===== src/hw/rtl/etct_pkg.sv =====
// Shared types, widths and constants of the elapsed-time text unit.
// No dependencies; every other file of the unit uses this package.
`default_nettype none

package etct_pkg;

  localparam int unsigned TIME_W    = 31;  // elapsed time in ms
  localparam int unsigned DCNT_W    = 4;   // signed digit counts
  localparam int unsigned CAP_W     = 8;
  localparam int unsigned CHAR_W    = 8;
  localparam int unsigned POS_W     = 4;
  localparam int unsigned LEN_W     = 4;
  localparam int unsigned DIG_W     = 4;
  localparam int unsigned NDIG      = 10;  // HHH MM SS mmm

  localparam int unsigned SECT_W    = 22;  // total seconds
  localparam int unsigned MINT_W    = 16;  // total minutes
  localparam int unsigned HR_W      = 10;
  localparam int unsigned MS_W      = 10;
  localparam int unsigned MN_W      = 6;   // minute / second before saturation
  localparam int unsigned SAT_W     = 7;   // minute / second after saturation

  // reciprocal constants: floor(2^sh / divisor), one correction step after
  localparam int unsigned RCP1_W    = 23;
  localparam int unsigned RCP1_SH   = 32;
  localparam int unsigned RCP2_W    = 23;
  localparam int unsigned RCP2_SH   = 28;
  localparam int unsigned RCP3_W    = 17;
  localparam int unsigned RCP3_SH   = 22;
  localparam logic [RCP1_W-1:0] RCP_1000 = 23'd4294967;
  localparam logic [RCP2_W-1:0] RCP_60S  = 23'd4473924;
  localparam logic [RCP3_W-1:0] RCP_60M  = 17'd69905;

  localparam int unsigned MS_PER_S  = 1000;
  localparam int unsigned SIXTY     = 60;

  localparam logic [CHAR_W-1:0] ASCII_NUL   = 8'h00;
  localparam logic [CHAR_W-1:0] ASCII_ZERO  = 8'h30;
  localparam logic [CHAR_W-1:0] ASCII_COLON = 8'h3A;
  localparam logic [CHAR_W-1:0] ASCII_DOT   = 8'h2E;

  // digit slots of a queue entry
  localparam int unsigned DIG_H2  = 0;
  localparam int unsigned DIG_H1  = 1;
  localparam int unsigned DIG_H0  = 2;
  localparam int unsigned DIG_M1  = 3;
  localparam int unsigned DIG_M0  = 4;
  localparam int unsigned DIG_S1  = 5;
  localparam int unsigned DIG_S0  = 6;
  localparam int unsigned DIG_MS2 = 7;
  localparam int unsigned DIG_MS1 = 8;
  localparam int unsigned DIG_MS0 = 9;

  localparam int unsigned QUEUE_DEPTH_DEF = 4;

  typedef struct packed {
    logic signed [DCNT_W-1:0] wd;
    logic signed [DCNT_W-1:0] fd;
    logic [CAP_W-1:0]         cap;
  } etct_ctl_t;

  // one classified request, ready to be spelled out
  typedef struct packed {
    logic [NDIG-1:0][DIG_W-1:0] digit;
    logic [LEN_W-1:0]           wl;    // length of the whole part incl. colons
    logic [LEN_W-1:0]           len;   // full text length
    logic                       fits;
    logic                       term;  // terminator follows the text
  } etct_entry_t;

  // x / 100 for x <= 999
  function automatic logic [DIG_W-1:0] div100(input logic [HR_W-1:0] x);
    logic [15:0] p;
    p = 16'(x) * 16'd41;
    return p[15:12];
  endfunction

  // x / 10 for x <= 99
  function automatic logic [DIG_W-1:0] div10(input logic [SAT_W-1:0] x);
    logic [14:0] p;
    p = 15'(x) * 15'd205;
    return p[14:11];
  endfunction

endpackage

`default_nettype wire


===== src/hw/rtl/etct_if.sv =====
// Request and result channel interfaces of the elapsed-time text unit.
// Depends on etct_pkg for the field widths.
`default_nettype none

interface etct_in_if;
  logic                                valid;
  logic                                ready;
  logic [etct_pkg::TIME_W-1:0]         time_ms;
  logic signed [etct_pkg::DCNT_W-1:0]  whole_digits;
  logic signed [etct_pkg::DCNT_W-1:0]  fraction_digits;
  logic [etct_pkg::CAP_W-1:0]          capacity;

  modport source (output valid, time_ms, whole_digits, fraction_digits, capacity,
                  input ready);
  modport sink   (input valid, time_ms, whole_digits, fraction_digits, capacity,
                  output ready);
endinterface

interface etct_out_if;
  logic                          valid;
  logic                          ready;
  logic [etct_pkg::CHAR_W-1:0]   text_char;
  logic [etct_pkg::POS_W-1:0]    char_position;
  logic [etct_pkg::LEN_W-1:0]    text_length;
  logic                          fits;
  logic                          last;

  modport source (output valid, text_char, char_position, text_length, fits, last,
                  input ready);
  modport sink   (input valid, text_char, char_position, text_length, fits, last,
                  output ready);
endinterface

`default_nettype wire


===== src/hw/rtl/elapsed_time_to_clock_text_unit.sv =====
// Elapsed time (ms) to H:MM:SS.mmm text; uses etct_pkg, etct_if, front, queue, back.
// Path: front pipeline, queue, back end's entry register, then the output register.
// Throughput: front takes one request per cycle unless stalled by a full queue;
// back sends one character per cycle while ready; a request yields 1 to 14 chars.
// Reset: synchronous active-low rst_n empties pipeline, queue and output register.
`default_nettype none

module elapsed_time_to_clock_text_unit #(
  parameter int unsigned QUEUE_DEPTH = etct_pkg::QUEUE_DEPTH_DEF
) (
  input  logic       clk,
  input  logic       rst_n,
  etct_in_if.sink    in_ch,
  etct_out_if.source out_ch
);
  import etct_pkg::*;

  // Front: reciprocal-multiply pipeline (ms -> s -> min -> h), each multiply
  // followed by a one-step correction, then digit-count resolution and BCD.
  // The front stalls as a whole only when its last stage cannot enter the queue.
  logic        f_valid, f_ready;
  etct_entry_t f_ent;

  etct_front u_front (
    .clk       (clk),
    .rst_n     (rst_n),
    .in_ch     (in_ch),
    .ent_valid (f_valid),
    .ent_ready (f_ready),
    .ent       (f_ent)
  );

  // Queue decouples the fixed-rate front from the variable-length back end.
  logic        q_valid, q_ready;
  etct_entry_t q_ent;

  etct_queue #(
    .DEPTH (QUEUE_DEPTH)
  ) u_queue (
    .clk      (clk),
    .rst_n    (rst_n),
    .wr_valid (f_valid),
    .wr_ready (f_ready),
    .wr_data  (f_ent),
    .rd_valid (q_valid),
    .rd_ready (q_ready),
    .rd_data  (q_ent)
  );

  // Back: walks character positions of one entry; picks up the next entry in
  // the same cycle as the current one's last character, so no gap between texts.
  etct_back u_back (
    .clk       (clk),
    .rst_n     (rst_n),
    .ent_valid (q_valid),
    .ent_ready (q_ready),
    .ent       (q_ent),
    .out_ch    (out_ch)
  );

endmodule

`default_nettype wire


===== src/hw/rtl/etct_front.sv =====
// Front end: splits the time into h/m/s/ms, resolves digit counts, builds digits.
// Nine-stage pipeline with a common stall; depends on etct_pkg and etct_if.
`default_nettype none

module etct_front (
  input  logic                  clk,
  input  logic                  rst_n,
  etct_in_if.sink               in_ch,
  output logic                  ent_valid,
  input  logic                  ent_ready,
  output etct_pkg::etct_entry_t ent
);
  import etct_pkg::*;

  localparam int unsigned NSTG = 9;

  logic [NSTG-1:0] v_r;
  logic            en;
  etct_ctl_t       ctl_r [6];
  etct_ctl_t       ctl_nxt;

  assign en          = !(v_r[NSTG-1] && !ent_ready);
  assign in_ch.ready = en;

  always_ff @(posedge clk) begin
    if (!rst_n) begin
      v_r <= '0;
    end else if (en) begin
      v_r <= {v_r[NSTG-2:0], in_ch.valid};
    end
  end

  assign ctl_nxt = '{wd: in_ch.whole_digits, fd: in_ch.fraction_digits,
                     cap: in_ch.capacity};

  always_ff @(posedge clk) begin
    if (en) begin
      ctl_r[0] <= ctl_nxt;
      for (int i = 1; i < 6; i++) begin
        ctl_r[i] <= ctl_r[i-1];
      end
    end
  end

  // stage 1: seconds estimate
  logic [TIME_W+RCP1_W-1:0] p1;
  logic [TIME_W-1:0]        t1_r;
  logic [SECT_W-1:0]        q1_r, q1_nxt;
  assign p1     = (TIME_W+RCP1_W)'(in_ch.time_ms) * (TIME_W+RCP1_W)'(RCP_1000);
  assign q1_nxt = p1[RCP1_SH +: SECT_W];

  // stage 2: correct, milliseconds
  logic [31:0]         diff2;
  logic [10:0]         r2;
  logic                corr2;
  logic [SECT_W-1:0]   sect2_r, sect2_nxt;
  logic [MS_W-1:0]     ms2_r, ms2_nxt;
  assign diff2     = {1'b0, t1_r} - 32'(q1_r) * 32'(MS_PER_S);
  assign r2        = diff2[10:0];
  assign corr2     = r2 >= 11'(MS_PER_S);
  assign sect2_nxt = q1_r + SECT_W'(corr2);
  assign ms2_nxt   = corr2 ? MS_W'(r2 - 11'(MS_PER_S)) : MS_W'(r2);

  // stage 3: minutes estimate
  logic [SECT_W+RCP2_W-1:0] p3;
  logic [MINT_W-1:0]        q3_r, q3_nxt;
  logic [SECT_W-1:0]        sect3_r;
  logic [MS_W-1:0]          ms3_r;
  assign p3     = (SECT_W+RCP2_W)'(sect2_r) * (SECT_W+RCP2_W)'(RCP_60S);
  assign q3_nxt = p3[RCP2_SH +: MINT_W];

  // stage 4: correct, seconds
  logic [SECT_W-1:0]   diff4;
  logic [6:0]          r4;
  logic                corr4;
  logic [MINT_W-1:0]   mint4_r, mint4_nxt;
  logic [MN_W-1:0]     sec4_r, sec4_nxt;
  logic [MS_W-1:0]     ms4_r;
  assign diff4     = sect3_r - SECT_W'(q3_r) * SECT_W'(SIXTY);
  assign r4        = diff4[6:0];
  assign corr4     = r4 >= 7'(SIXTY);
  assign mint4_nxt = q3_r + MINT_W'(corr4);
  assign sec4_nxt  = corr4 ? MN_W'(r4 - 7'(SIXTY)) : MN_W'(r4);

  // stage 5: hours estimate
  logic [MINT_W+RCP3_W-1:0] p5;
  logic [HR_W-1:0]          q5_r, q5_nxt;
  logic [MINT_W-1:0]        mint5_r;
  logic [MN_W-1:0]          sec5_r;
  logic [MS_W-1:0]          ms5_r;
  assign p5     = (MINT_W+RCP3_W)'(mint4_r) * (MINT_W+RCP3_W)'(RCP_60M);
  assign q5_nxt = p5[RCP3_SH +: HR_W];

  // stage 6: correct, minutes
  logic [MINT_W-1:0]   diff6;
  logic [6:0]          r6;
  logic                corr6;
  logic [HR_W-1:0]     hr6_r, hr6_nxt;
  logic [MN_W-1:0]     mn6_r, mn6_nxt;
  logic [MN_W-1:0]     sec6_r;
  logic [MS_W-1:0]     ms6_r;
  assign diff6   = mint5_r - MINT_W'(q5_r) * MINT_W'(SIXTY);
  assign r6      = diff6[6:0];
  assign corr6   = r6 >= 7'(SIXTY);
  assign hr6_nxt = q5_r + HR_W'(corr6);
  assign mn6_nxt = corr6 ? MN_W'(r6 - 7'(SIXTY)) : MN_W'(r6);

  // stage 7: digit counts, overflow, lengths
  logic signed [DCNT_W-1:0] wd_in, fd_in;
  logic [DCNT_W-1:0]        mag;
  logic [2:0]               lim, auto_wd, wd_e;
  logic [1:0]               fd_e;
  logic                     over;
  logic [HR_W-1:0]          hr7_r, hr7_nxt;
  logic [SAT_W-1:0]         mn7_r, mn7_nxt, sec7_r, sec7_nxt;
  logic [MS_W-1:0]          ms7_r, ms7_nxt;
  logic [LEN_W-1:0]         wl7_r, wl7_nxt, len7_r, len7_nxt;
  logic                     fits7_r, fits7_nxt, term7_r, term7_nxt;

  always_comb begin
    wd_in = ctl_r[5].wd;
    fd_in = ctl_r[5].fd;
    mag   = DCNT_W'(-wd_in);
    lim   = (mag > 4'd7) ? 3'd7 : mag[2:0];
    if (hr6_r >= 10'd100)     auto_wd = 3'd7;
    else if (hr6_r >= 10'd10) auto_wd = 3'd6;
    else if (hr6_r != '0)     auto_wd = 3'd5;
    else if (mn6_r >= 6'd10)  auto_wd = 3'd4;
    else if (mn6_r != '0)     auto_wd = 3'd3;
    else if (sec6_r >= 6'd10) auto_wd = 3'd2;
    else                      auto_wd = 3'd1;

    if (wd_in < 0)       wd_e = (auto_wd > lim) ? lim : auto_wd;
    else if (wd_in == 0) wd_e = 3'd1;
    else                 wd_e = wd_in[2:0];

    if (fd_in < 0)            fd_e = 2'd0;
    else if (fd_in > 4'sd3)   fd_e = 2'd3;
    else                      fd_e = fd_in[1:0];

    // only the leading unit shown is range-checked
    case (wd_e)
      3'd7:    over = hr6_r > 10'd999;
      3'd6:    over = hr6_r > 10'd99;
      3'd5:    over = hr6_r > 10'd9;
      3'd4:    over = 7'(mn6_r) > 7'd99;
      3'd3:    over = mn6_r > 6'd9;
      3'd2:    over = 7'(sec6_r) > 7'd99;
      default: over = sec6_r > 6'd9;
    endcase

    hr7_nxt  = over ? 10'd999 : hr6_r;
    ms7_nxt  = over ? 10'd999 : ms6_r;
    mn7_nxt  = over ? 7'd99 : SAT_W'(mn6_r);
    sec7_nxt = over ? 7'd99 : SAT_W'(sec6_r);

    wl7_nxt   = LEN_W'(wd_e) + LEN_W'(wd_e >= 3'd3) + LEN_W'(wd_e >= 3'd5);
    len7_nxt  = wl7_nxt + LEN_W'(fd_e) + LEN_W'(fd_e != 2'd0);
    fits7_nxt = CAP_W'(len7_nxt) <= ctl_r[5].cap;
    term7_nxt = CAP_W'(len7_nxt) < ctl_r[5].cap;
  end

  // stage 8: hundreds and tens splits
  logic [DIG_W-1:0] h2_8_r, h2_8_nxt, ms2_8_r, ms2_8_nxt;
  logic [SAT_W-1:0] hlo8_r, hlo8_nxt, mslo8_r, mslo8_nxt;
  logic [DIG_W-1:0] m1_8_r, m1_8_nxt, m0_8_r, m0_8_nxt;
  logic [DIG_W-1:0] s1_8_r, s1_8_nxt, s0_8_r, s0_8_nxt;
  logic [LEN_W-1:0] wl8_r, len8_r;
  logic             fits8_r, term8_r;

  always_comb begin
    h2_8_nxt  = div100(hr7_r);
    hlo8_nxt  = SAT_W'(hr7_r - HR_W'(h2_8_nxt) * 10'd100);
    ms2_8_nxt = div100(ms7_r);
    mslo8_nxt = SAT_W'(ms7_r - MS_W'(ms2_8_nxt) * 10'd100);
    m1_8_nxt  = div10(mn7_r);
    m0_8_nxt  = DIG_W'(mn7_r - SAT_W'(m1_8_nxt) * 7'd10);
    s1_8_nxt  = div10(sec7_r);
    s0_8_nxt  = DIG_W'(sec7_r - SAT_W'(s1_8_nxt) * 7'd10);
  end

  // stage 9: last tens splits, entry register
  logic [DIG_W-1:0] h1_nxt, h0_nxt, ms1_nxt, ms0_nxt;
  etct_entry_t      ent_r, ent_nxt;

  always_comb begin
    h1_nxt  = div10(hlo8_r);
    h0_nxt  = DIG_W'(hlo8_r - SAT_W'(h1_nxt) * 7'd10);
    ms1_nxt = div10(mslo8_r);
    ms0_nxt = DIG_W'(mslo8_r - SAT_W'(ms1_nxt) * 7'd10);
    ent_nxt                 = '0;
    ent_nxt.digit[DIG_H2]   = h2_8_r;
    ent_nxt.digit[DIG_H1]   = h1_nxt;
    ent_nxt.digit[DIG_H0]   = h0_nxt;
    ent_nxt.digit[DIG_M1]   = m1_8_r;
    ent_nxt.digit[DIG_M0]   = m0_8_r;
    ent_nxt.digit[DIG_S1]   = s1_8_r;
    ent_nxt.digit[DIG_S0]   = s0_8_r;
    ent_nxt.digit[DIG_MS2]  = ms2_8_r;
    ent_nxt.digit[DIG_MS1]  = ms1_nxt;
    ent_nxt.digit[DIG_MS0]  = ms0_nxt;
    ent_nxt.wl              = wl8_r;
    ent_nxt.len             = len8_r;
    ent_nxt.fits            = fits8_r;
    ent_nxt.term            = term8_r;
  end

  always_ff @(posedge clk) begin
    if (en) begin
      t1_r    <= in_ch.time_ms;
      q1_r    <= q1_nxt;
      sect2_r <= sect2_nxt;
      ms2_r   <= ms2_nxt;
      q3_r    <= q3_nxt;
      sect3_r <= sect2_r;
      ms3_r   <= ms2_r;
      mint4_r <= mint4_nxt;
      sec4_r  <= sec4_nxt;
      ms4_r   <= ms3_r;
      q5_r    <= q5_nxt;
      mint5_r <= mint4_r;
      sec5_r  <= sec4_r;
      ms5_r   <= ms4_r;
      hr6_r   <= hr6_nxt;
      mn6_r   <= mn6_nxt;
      sec6_r  <= sec5_r;
      ms6_r   <= ms5_r;
      hr7_r   <= hr7_nxt;
      mn7_r   <= mn7_nxt;
      sec7_r  <= sec7_nxt;
      ms7_r   <= ms7_nxt;
      wl7_r   <= wl7_nxt;
      len7_r  <= len7_nxt;
      fits7_r <= fits7_nxt;
      term7_r <= term7_nxt;
      h2_8_r  <= h2_8_nxt;
      hlo8_r  <= hlo8_nxt;
      ms2_8_r <= ms2_8_nxt;
      mslo8_r <= mslo8_nxt;
      m1_8_r  <= m1_8_nxt;
      m0_8_r  <= m0_8_nxt;
      s1_8_r  <= s1_8_nxt;
      s0_8_r  <= s0_8_nxt;
      wl8_r   <= wl7_r;
      len8_r  <= len7_r;
      fits8_r <= fits7_r;
      term8_r <= term7_r;
      ent_r   <= ent_nxt;
    end
  end

  assign ent_valid = v_r[NSTG-1];
  assign ent       = ent_r;

`ifndef SYNTHESIS
  // a held entry must not move while the queue pushes back
  a_hold: assert property (@(posedge clk) disable iff (!rst_n)
    ent_valid && !ent_ready |=> ent_valid && $stable(ent))
    else $error("front entry changed while stalled");
`endif

endmodule

`default_nettype wire


===== src/hw/rtl/etct_queue.sv =====
// Short entry queue between the front and back ends of the text unit.
// Flop storage, one write and one read port; depends on etct_pkg.
`default_nettype none

module etct_queue #(
  parameter int unsigned DEPTH = etct_pkg::QUEUE_DEPTH_DEF
) (
  input  logic                  clk,
  input  logic                  rst_n,
  input  logic                  wr_valid,
  output logic                  wr_ready,
  input  etct_pkg::etct_entry_t wr_data,
  output logic                  rd_valid,
  input  logic                  rd_ready,
  output etct_pkg::etct_entry_t rd_data
);
  import etct_pkg::*;

  localparam int unsigned AW = (DEPTH > 1) ? $clog2(DEPTH) : 1;
  localparam int unsigned CW = $clog2(DEPTH + 1);

  etct_entry_t   mem_r [DEPTH];
  logic [AW-1:0] head_r, head_nxt, tail_r, tail_nxt;
  logic [CW-1:0] cnt_r, cnt_nxt;
  logic          push, pop;

  assign wr_ready = cnt_r != CW'(DEPTH);
  assign rd_valid = cnt_r != '0;
  assign rd_data  = mem_r[head_r];
  assign push     = wr_valid && wr_ready;
  assign pop      = rd_valid && rd_ready;

  always_comb begin
    head_nxt = head_r;
    tail_nxt = tail_r;
    if (pop)  head_nxt = (head_r == AW'(DEPTH - 1)) ? '0 : head_r + AW'(1);
    if (push) tail_nxt = (tail_r == AW'(DEPTH - 1)) ? '0 : tail_r + AW'(1);
    cnt_nxt = cnt_r + CW'(push) - CW'(pop);
  end

  always_ff @(posedge clk) begin
    if (!rst_n) begin
      head_r <= '0;
      tail_r <= '0;
      cnt_r  <= '0;
    end else begin
      head_r <= head_nxt;
      tail_r <= tail_nxt;
      cnt_r  <= cnt_nxt;
    end
  end

  always_ff @(posedge clk) begin
    if (push) begin
      mem_r[tail_r] <= wr_data;
    end
  end

`ifndef SYNTHESIS
  a_bound: assert property (@(posedge clk) disable iff (!rst_n)
    cnt_r <= CW'(DEPTH))
    else $error("queue count beyond depth");
  a_fill: assert property (@(posedge clk) disable iff (!rst_n)
    push && !pop |=> cnt_r == $past(cnt_r) + CW'(1))
    else $error("queue count missed a write");
`endif

endmodule

`default_nettype wire


===== src/hw/rtl/etct_back.sv =====
// Back end: spells one queue entry out as characters into an output register.
// Depends on etct_pkg and etct_if.
`default_nettype none

module etct_back (
  input  logic                  clk,
  input  logic                  rst_n,
  input  logic                  ent_valid,
  output logic                  ent_ready,
  input  etct_pkg::etct_entry_t ent,
  etct_out_if.source            out_ch
);
  import etct_pkg::*;

  // character slots of the full whole part "HHH:MM:SS"
  localparam logic [POS_W-1:0] SL_H2 = 4'd0;
  localparam logic [POS_W-1:0] SL_H1 = 4'd1;
  localparam logic [POS_W-1:0] SL_H0 = 4'd2;
  localparam logic [POS_W-1:0] SL_C1 = 4'd3;
  localparam logic [POS_W-1:0] SL_M1 = 4'd4;
  localparam logic [POS_W-1:0] SL_M0 = 4'd5;
  localparam logic [POS_W-1:0] SL_C2 = 4'd6;
  localparam logic [POS_W-1:0] SL_S1 = 4'd7;
  localparam logic [POS_W-1:0] SL_S0 = 4'd8;
  localparam logic [POS_W-1:0] SL_END = 4'd9;
  // slots of the fraction part ".mmm"
  localparam logic [POS_W-1:0] FR_DOT = 4'd0;
  localparam logic [POS_W-1:0] FR_D2  = 4'd1;
  localparam logic [POS_W-1:0] FR_D1  = 4'd2;
  localparam logic [POS_W-1:0] FR_D0  = 4'd3;

  etct_entry_t       cur_r, cur_nxt;
  logic              busy_r, busy_nxt;
  logic [POS_W-1:0]  pos_r, pos_nxt;
  logic              out_valid_r, out_valid_nxt;
  logic [CHAR_W-1:0] char_r, char_nxt;
  logic [POS_W-1:0]  opos_r;
  logic [LEN_W-1:0]  len_r;
  logic              fits_r, last_r;

  logic              out_free, emit, cur_last, load;
  logic [POS_W-1:0]  slot, frac;

  assign out_free  = !out_valid_r || out_ch.ready;
  assign emit      = busy_r && out_free;
  assign cur_last  = !cur_r.fits ||
                     (cur_r.term ? (pos_r == cur_r.len) : (pos_r == cur_r.len - LEN_W'(1)));
  assign ent_ready = !busy_r || (emit && cur_last);
  assign load      = ent_valid && ent_ready;

  always_comb begin
    slot     = SL_END - cur_r.wl + pos_r;
    frac     = pos_r - cur_r.wl;
    char_nxt = ASCII_NUL;
    if (!cur_r.fits || pos_r >= cur_r.len) begin
      char_nxt = ASCII_NUL;
    end else if (pos_r < cur_r.wl) begin
      case (slot)
        SL_H2:   char_nxt = ASCII_ZERO + CHAR_W'(cur_r.digit[DIG_H2]);
        SL_H1:   char_nxt = ASCII_ZERO + CHAR_W'(cur_r.digit[DIG_H1]);
        SL_H0:   char_nxt = ASCII_ZERO + CHAR_W'(cur_r.digit[DIG_H0]);
        SL_C1:   char_nxt = ASCII_COLON;
        SL_M1:   char_nxt = ASCII_ZERO + CHAR_W'(cur_r.digit[DIG_M1]);
        SL_M0:   char_nxt = ASCII_ZERO + CHAR_W'(cur_r.digit[DIG_M0]);
        SL_C2:   char_nxt = ASCII_COLON;
        SL_S1:   char_nxt = ASCII_ZERO + CHAR_W'(cur_r.digit[DIG_S1]);
        SL_S0:   char_nxt = ASCII_ZERO + CHAR_W'(cur_r.digit[DIG_S0]);
        default: char_nxt = ASCII_NUL;
      endcase
    end else begin
      case (frac)
        FR_DOT:  char_nxt = ASCII_DOT;
        FR_D2:   char_nxt = ASCII_ZERO + CHAR_W'(cur_r.digit[DIG_MS2]);
        FR_D1:   char_nxt = ASCII_ZERO + CHAR_W'(cur_r.digit[DIG_MS1]);
        FR_D0:   char_nxt = ASCII_ZERO + CHAR_W'(cur_r.digit[DIG_MS0]);
        default: char_nxt = ASCII_NUL;
      endcase
    end
  end

  always_comb begin
    cur_nxt  = load ? ent : cur_r;
    busy_nxt = busy_r;
    pos_nxt  = pos_r;
    if (load) begin
      busy_nxt = 1'b1;
      pos_nxt  = '0;
    end else if (emit) begin
      busy_nxt = !cur_last;
      pos_nxt  = pos_r + POS_W'(1);
    end
    out_valid_nxt = emit ? 1'b1 : (out_ch.ready ? 1'b0 : out_valid_r);
  end

  always_ff @(posedge clk) begin
    if (!rst_n) begin
      busy_r      <= 1'b0;
      out_valid_r <= 1'b0;
      pos_r       <= '0;
    end else begin
      busy_r      <= busy_nxt;
      out_valid_r <= out_valid_nxt;
      pos_r       <= pos_nxt;
    end
  end

  always_ff @(posedge clk) begin
    cur_r <= cur_nxt;
    if (emit) begin
      char_r <= char_nxt;
      opos_r <= cur_r.fits ? pos_r : '0;
      len_r  <= cur_r.len;
      fits_r <= cur_r.fits;
      last_r <= cur_last;
    end
  end

  assign out_ch.valid         = out_valid_r;
  assign out_ch.text_char     = char_r;
  assign out_ch.char_position = opos_r;
  assign out_ch.text_length   = len_r;
  assign out_ch.fits          = fits_r;
  assign out_ch.last          = last_r;

`ifndef SYNTHESIS
  a_nofit: assert property (@(posedge clk) disable iff (!rst_n)
    out_valid_r && !fits_r |-> last_r && char_r == ASCII_NUL && opos_r == '0)
    else $error("no-room result malformed");
  a_pos: assert property (@(posedge clk) disable iff (!rst_n)
    busy_r && cur_r.fits |-> pos_r <= cur_r.len)
    else $error("character position ran past the text");
  a_last: assert property (@(posedge clk) disable iff (!rst_n)
    out_valid_r && fits_r && last_r |->
      (opos_r == len_r) || (POS_W'(opos_r + POS_W'(1)) == len_r))
    else $error("last flag on a wrong position");
`endif

endmodule

`default_nettype wire


===== src/flat_wrapper.sv =====
// flat-port wrapper written by rule: the top's interface ports become plain ports
module elapsed_time_to_clock_text_unit_flat import etct_pkg::*;
#(
  parameter int unsigned QUEUE_DEPTH = etct_pkg::QUEUE_DEPTH_DEF
)
  (clk, rst_n, in_ch_valid, in_ch_time_ms, in_ch_whole_digits, in_ch_fraction_digits, in_ch_capacity, in_ch_ready, out_ch_valid, out_ch_text_char, out_ch_char_position, out_ch_text_length, out_ch_fits, out_ch_last, out_ch_ready);
  etct_in_if in_ch_i ();
  etct_out_if out_ch_i ();
  input  logic clk;
  input  logic rst_n;
  input wire logic [$bits(in_ch_i.valid)-1:0] in_ch_valid;
  input wire logic [$bits(in_ch_i.time_ms)-1:0] in_ch_time_ms;
  input wire logic [$bits(in_ch_i.whole_digits)-1:0] in_ch_whole_digits;
  input wire logic [$bits(in_ch_i.fraction_digits)-1:0] in_ch_fraction_digits;
  input wire logic [$bits(in_ch_i.capacity)-1:0] in_ch_capacity;
  output wire logic [$bits(in_ch_i.ready)-1:0] in_ch_ready;
  output wire logic [$bits(out_ch_i.valid)-1:0] out_ch_valid;
  output wire logic [$bits(out_ch_i.text_char)-1:0] out_ch_text_char;
  output wire logic [$bits(out_ch_i.char_position)-1:0] out_ch_char_position;
  output wire logic [$bits(out_ch_i.text_length)-1:0] out_ch_text_length;
  output wire logic [$bits(out_ch_i.fits)-1:0] out_ch_fits;
  output wire logic [$bits(out_ch_i.last)-1:0] out_ch_last;
  input wire logic [$bits(out_ch_i.ready)-1:0] out_ch_ready;
  assign in_ch_i.valid = in_ch_valid;
  assign in_ch_i.time_ms = in_ch_time_ms;
  assign in_ch_i.whole_digits = in_ch_whole_digits;
  assign in_ch_i.fraction_digits = in_ch_fraction_digits;
  assign in_ch_i.capacity = in_ch_capacity;
  assign in_ch_ready = in_ch_i.ready;
  assign out_ch_valid = out_ch_i.valid;
  assign out_ch_text_char = out_ch_i.text_char;
  assign out_ch_char_position = out_ch_i.char_position;
  assign out_ch_text_length = out_ch_i.text_length;
  assign out_ch_fits = out_ch_i.fits;
  assign out_ch_last = out_ch_i.last;
  assign out_ch_i.ready = out_ch_ready;
  elapsed_time_to_clock_text_unit #(.QUEUE_DEPTH(QUEUE_DEPTH)) u_core (.clk(clk), .rst_n(rst_n), .in_ch(in_ch_i), .out_ch(out_ch_i));
endmodule

===== config.mk =====
export PLATFORM = sky130hd
export DESIGN_NAME = elapsed_time_to_clock_text_unit_flat
export DESIGN_NICKNAME = d
export VERILOG_FILES = /design/src/hw/rtl/etct_pkg.sv /design/src/hw/rtl/etct_if.sv /design/src/hw/rtl/elapsed_time_to_clock_text_unit.sv /design/src/hw/rtl/etct_front.sv /design/src/hw/rtl/etct_queue.sv /design/src/hw/rtl/etct_back.sv /design/src/flat_wrapper.sv
export SDC_FILE = /design/constraint.sdc
export NUM_CORES = 2
export LEC_CHECK = 0
export ABC_AREA = 1
export BUFFER_PORTS_ARGS = -buffer_cell sky130_fd_sc_hd__clkbuf_2
export CAP_MARGIN = 5
export CELL_PAD_IN_SITES_DETAIL_PLACEMENT = 0
export CELL_PAD_IN_SITES_GLOBAL_PLACEMENT = 1
export CORE_UTILIZATION = 53
export DETAILED_ROUTE_END_ITERATION = 10
export PLACE_DENSITY = 0.86
export RECOVER_POWER = 50
export SLEW_MARGIN = 20
export SYNTH_ARGS = -nofsm -noshare
export SYNTH_HDL_FRONTEND = slang
export SYNTH_HIERARCHICAL = 1
export SYNTH_SLANG_ARGS = --single-unit

===== constraint.sdc =====
create_clock -name clk -period 17 [get_ports clk]
set_input_delay 1.7 -clock clk [delete_from_list [all_inputs] [get_ports clk]]
set_output_delay 1.7 -clock clk [all_outputs]
set_load 0.01 [all_outputs]

Word-level counts from Yosys, hierarchy flattened. Memory sizes are Yosys's and may differ from the RTL's. A register that Yosys moved wholly into a read port is not among the register bits. Index checks and enable logic that the tools add are counted. W data, S select, Z words.

Register bits: 377. Memory bits (writable): 296. Bits of input ports: 51. Logic and storage cells: 230. Memories kept: 2.

Memories: u_core.u_queue.mem_r (depth 4, bits a word 50, rd ports 1, clocked after memory_dff 1, write ports 1, line etct_queue.sv:22) `etct_entry_t mem_r [DEPTH];`; u_core.u_front.ctl_r (depth 6, bits a word 16, rd ports 6, clocked after memory_dff 0, write ports 6, line etct_front.sv:19) `etct_ctl_t ctl_r [6];`.

Add/sub/neg operators: 39. $mul: 18. Order comparisons: 25. Equal/unequal tests: 22. Mux-type cells: 31. Bitwise gates (word level): 1. Reduce and logical (&&, ||, !) cells: 26.

Operators with widths (number): $add A6 B4 Y7 const A (10); $mul A7 B8 Y15 const B (4); $pmux W7 S8 (1); $mul A31 B23 Y54 const B (1); $mul A22 B21 Y42 const B (1); $logic_not A32 Y1 (1); $mul A10 B6 Y16 const B (2); $mul A16 B17 Y32 const B (1); $pmux W7 S4 (1); $sub A7 B7 Y7 (4); $mux W3 (8); $add A22 B1 Y22 (1); $mul A22 B7 Y8 const B (1); $sub A4 B4 Y4 (5); $add A16 B1 Y16 (1); $eq A4 B2 Y1 const B (4); $eq A4 B3 Y1 const B (4); $mul A16 B4 Y5 const B (1); $mul A4 B3 Y3 const B (4); $ge A7 B6 Y1 const B (2); $gt A6 B7 Y1 const B (2); $mux W7 (2); $eq A3 B3 Y1 const B (4); $ge A6 B4 Y1 const B (2); other kinds (55) (95).

Longest topological paths before layout.
Depth in word-level cells: 16. Mapped depth: 33.

Cells and area by module. The synthesis kept the hierarchy.

By module, submodules not included: etct_front (instances 1, cells an instance 4046, area an instance 41558.6 sq um, sequential area each 13152.6 sq um); etct_queue (instances 1, cells an instance 545, area an instance 8056.5 sq um, sequential area each 6185.9 sq um); etct_back (instances 1, cells an instance 281, area an instance 3268.1 sq um, sequential area each 2102.0 sq um).

Worst setup path before layout. Ideal clock, no wire load.

Kind: register to register. Start point: register u_core.u_queue.cnt_r[1]. End point: memory u_core/u_front/ctl_r[0][0] (netlist bit) (enable). Setup time: 3.517 ns. Arrival: 8.965 ns. Required time: 13.483 ns. Path slack: 4.518 ns. Cell stages (with the launch flop): 5. Buffers on the path: 0. Cell sequence: dfxtp_1 -> nor2_4 -> nand2_2 -> nor2_1 -> clkinv_1.

RTL lines: from (decl) (line etct_queue.sv:24) `logic [CW-1:0] cnt_r, cnt_nxt;`; from (signal assigned) (line etct_queue.sv:49) `cnt_r <= cnt_nxt;`; to (decl) (line etct_front.sv:19).

==> impl_metrics.toml <==
[outcome]
outcome = "complete, but fails checks"
violations = "capacitance limit, slew limit"

[place]
hpwl_mm = 79.97
place_area_mm2 = 0.05453
gp_congestion = 0.9039
port_buffers = 68

[worst_hold_path]
hp-class = "reg -> reg"
hold_path_startpoint = "u_core/u_front/term8_r$_DFFE_PN_"
holdPathStages = 0
hold_path_end = "u_core/u_front/ent[0]$_DFFE_PN_"

[global_routing]
busiest_layer = "met2"
use_met2_pct = 37.05
grtUsageMet3_pct = 2.719
met1_usage_pct = 26.85
overflow = 0
grt.total_usage_pct = 20.95
antenna_found_initial = 0
grt_pass1_wl_mm = 170.1
grt_max_degree = 173
grt_pass1_vias = 33735

[route]
viasPerCell = 5.185
postRouteAntennaNets = 0
routedWlPerCell_um = 16.37
drt_first_pass_iters = 5
drc = 0
drt_iter0_markers = 1886
wl_mm = 103.6
vias = 32815

[critical_path]
slowest_stage = "clkinvlp_2"
cp-start-kind = "flip-flop"
worst_path_largest_cell_delay_ns = 3.80
r2r-end = "u_core/u_back/cur_r[16]$_DFFE_PP_"
crit_chain = "clkbuf_1, clkinvlp_2, o21ai_0, o22ai_1"
critPathMaxFanout = 100
r2r_cells = 4
required_ns = 17.34
cp-end-kind = "flip-flop"
critPathBufInv = 2
arrival_ns = 8.57
criticalPathCategory = "reg -> reg"
path_delay_family = "buffers and inverters"
r2r_setup_slack_ns = 8.77

[synthesis]
async_flop_share_pct = 0
synth-seq-cells = 722
syn_inst = 4872
ys_seq_area_share_pct = 40.54
synth_cell_types = 68
synth_ff_type = "edfxtp_1"
synth_edf_count = 698
synth.avg_cell_area_um2 = 10.85
syn_area_mm2 = 0.05288
ys_warn_count = 6

[floorplanning]
die_w_um = 317.9
core_area_mm2 = 0.09856
dieArea_mm2 = 0.1010
io_pins = 71
start_util_pct = 53.65
rows = 115
dieHeight_um = 317.9

[timing]
setup_violations = 0
max_freq_mhz = 121.5
max_slew_margin_pct = -128.7
fin_setup_tns_ns = 0
worst_pin_slew_ns = 3.430
clock_skew_ns = 0.02373
holdWs_ns = 0.4057
hold_violations = 0
rsz0062_at_grt = "no"
finalMaxSlewViolations = 406
period_needed_ns = 8.230
min_period_over_period_pct = 48.41

[clock_tree]
ctsHoldBuffers = 0
cts_tree = "yes"
cts_resized = 0
clk_path_buf_depth = 3
post_cts_buffers = 0
h-tree-depth = 3
path_clk_slew_ns = 0.06
cts_buffers = 72
cts_root_buf = "clkbuf_16"
clk_latency_ns = 0.62
clock_sinks = 722

[flow_run]
cap_viol_max_count = 7

[layout]
antenna_cells = 0
fillCellCount = 8122
design_area_mm2 = 0.05690
final_common_cell = "inv_1"
final_cell_mix = "inv_1, ha_1, edfxtp_1"
area_growth_syn_to_layout_pct = 7.590
multiInputGateArea_mm2 = 0.02707
drive_above_1_share_pct = 5.494
nets = 6203
fin_util_pct = 57.73
regArea_mm2 = 0.02144
==> cells in the mapped netlist (8+ instances only) <==
cell type  count  area (um^2)
nor4_1        13        81.33
nand2_2        9        56.30
o22ai_1       49        306.5
o21a_1         8        60.06
a21o_1        20        150.1
nor2_2        22        137.6
dfxtp_1       24        480.5
nand3_2       29        290.3
nand3b_1      10        75.07
o211ai_1      12        90.09
inv_1       1042         3911
nor3_1        39        195.2
a21oi_1      172        860.8
a21boi_0       8        60.06
xor2_1       105        919.6
nand2_1      515         1933
nand3_1      131        655.6
ha_1         822        10280
a31oi_1       22        137.6
or2_2          8        50.05
buf_2         12        60.06
buf_4          9        67.56
edfxtp_1     698        20960
o21ai_0      141        705.7
o21bai_1      15        112.6
nand4_1       40        250.2
fa_1         346         6927
xnor2_1       62        543.0
nor2_1       339         1272
o21ai_1       61        305.3
==> stage by stage <==
| stage | worst slack, ns | std cells |
|---|---|---|
| 6_report | 8.770 | 6329 |
| 3_3_place_gp | 9.620 | 6197 |
| 3_5_place_dp | 9.592 | 6197 |
| 4_1_cts | 10.24 | 6329 |
| 2_1_floorplan | 4.518 | 4873 |
| 5_1_grt | 7.883 | 6329 |
==> registers in the layout, indices dropped and copies added (netlist names), 9 cells and up, named ones only <==
| register | flops |
|---|---|
| u_core/u_front/hr7_r | 10 |
| u_core/u_back/cur_r | 50 |
| u_core/u_front/hr6_r | 10 |
| u_core/u_front/sect2_r | 22 |
| u_core/u_front/mint4_r | 16 |
| u_core/u_front/ms3_r | 10 |
| u_core/u_front/v_r | 9 |
| u_core/u_front/t1_r | 11 |
| u_core/u_queue/mem_r | 200 |
| u_core/u_front/ent | 50 |
| u_core/u_front/q5_r | 10 |
| u_core/u_front/q3_r | 16 |
| u_core/u_front/q1_r | 22 |
| u_core/u_front/ms5_r | 10 |
| u_core/u_front/ms2_r | 10 |
| u_core/u_front/ctl_r | 96 |
| u_core/u_front/ms7_r | 10 |
| u_core/u_front/ms6_r | 10 |
| u_core/u_front/ms4_r | 10 |
==> how the worst max path moves through the flow <==
stage	depth (start not counted)	end	slack, ns
2_1_floorplan	4	u_core/u_front/ctl_r[0][0]$_DFFE_PN_	4.52
3_3_place_gp	21	u_core/u_front/q1_r[12]$_DFFE_PN_	9.62
3_5_place_dp	22	u_core/u_front/q1_r[8]$_DFFE_PN_	9.59
4_1_cts	21	u_core/u_front/q1_r[12]$_DFFE_PN_	10.24
5_1_grt	4	u_core/u_back/cur_r[28]$_DFFE_PP_	7.88
6_report	4	u_core/u_back/cur_r[16]$_DFFE_PP_	8.77
==> routing by layer <==
metal | vias up | routed length (um)
li1 | 16411 | -
met1 | 15711 | 45860
met2 | 543 | 51530
met3 | 150 | 3705
met4 | 0 | 2498
met5 | - | 0
==> cells by family (layout without fill, tap and decap cells) <==
family | after synthesis | in the layout | share of synthesized area [%]
other | 1 | 2 | 0.007091
AO/OA/AOI/OAI | 534 | 534 | 5.749
XOR/XNOR | 168 | 168 | 2.797
AND/OR/NAND/NOR | 1187 | 1187 | 10.05
adder cells (fa/ha/maj) | 1168 | 1168 | 32.55
buffers and inverters | 1092 | 1261 | 8.309
flip-flops | 722 | 722 | 40.54
==> cell type report <==
class	instances	area share, %
inverter	1051	6.942
clock inverter	46	0.8950
sequential	722	37.69
clock buffer	86	3.389
multi-input combinational	3059	47.57
tap	1287	2.830
timing repair buffer	78	0.6883
Power is not shown: default switching activity piles up to over one toggle a cycle in this logic, so the estimate is an artifact.
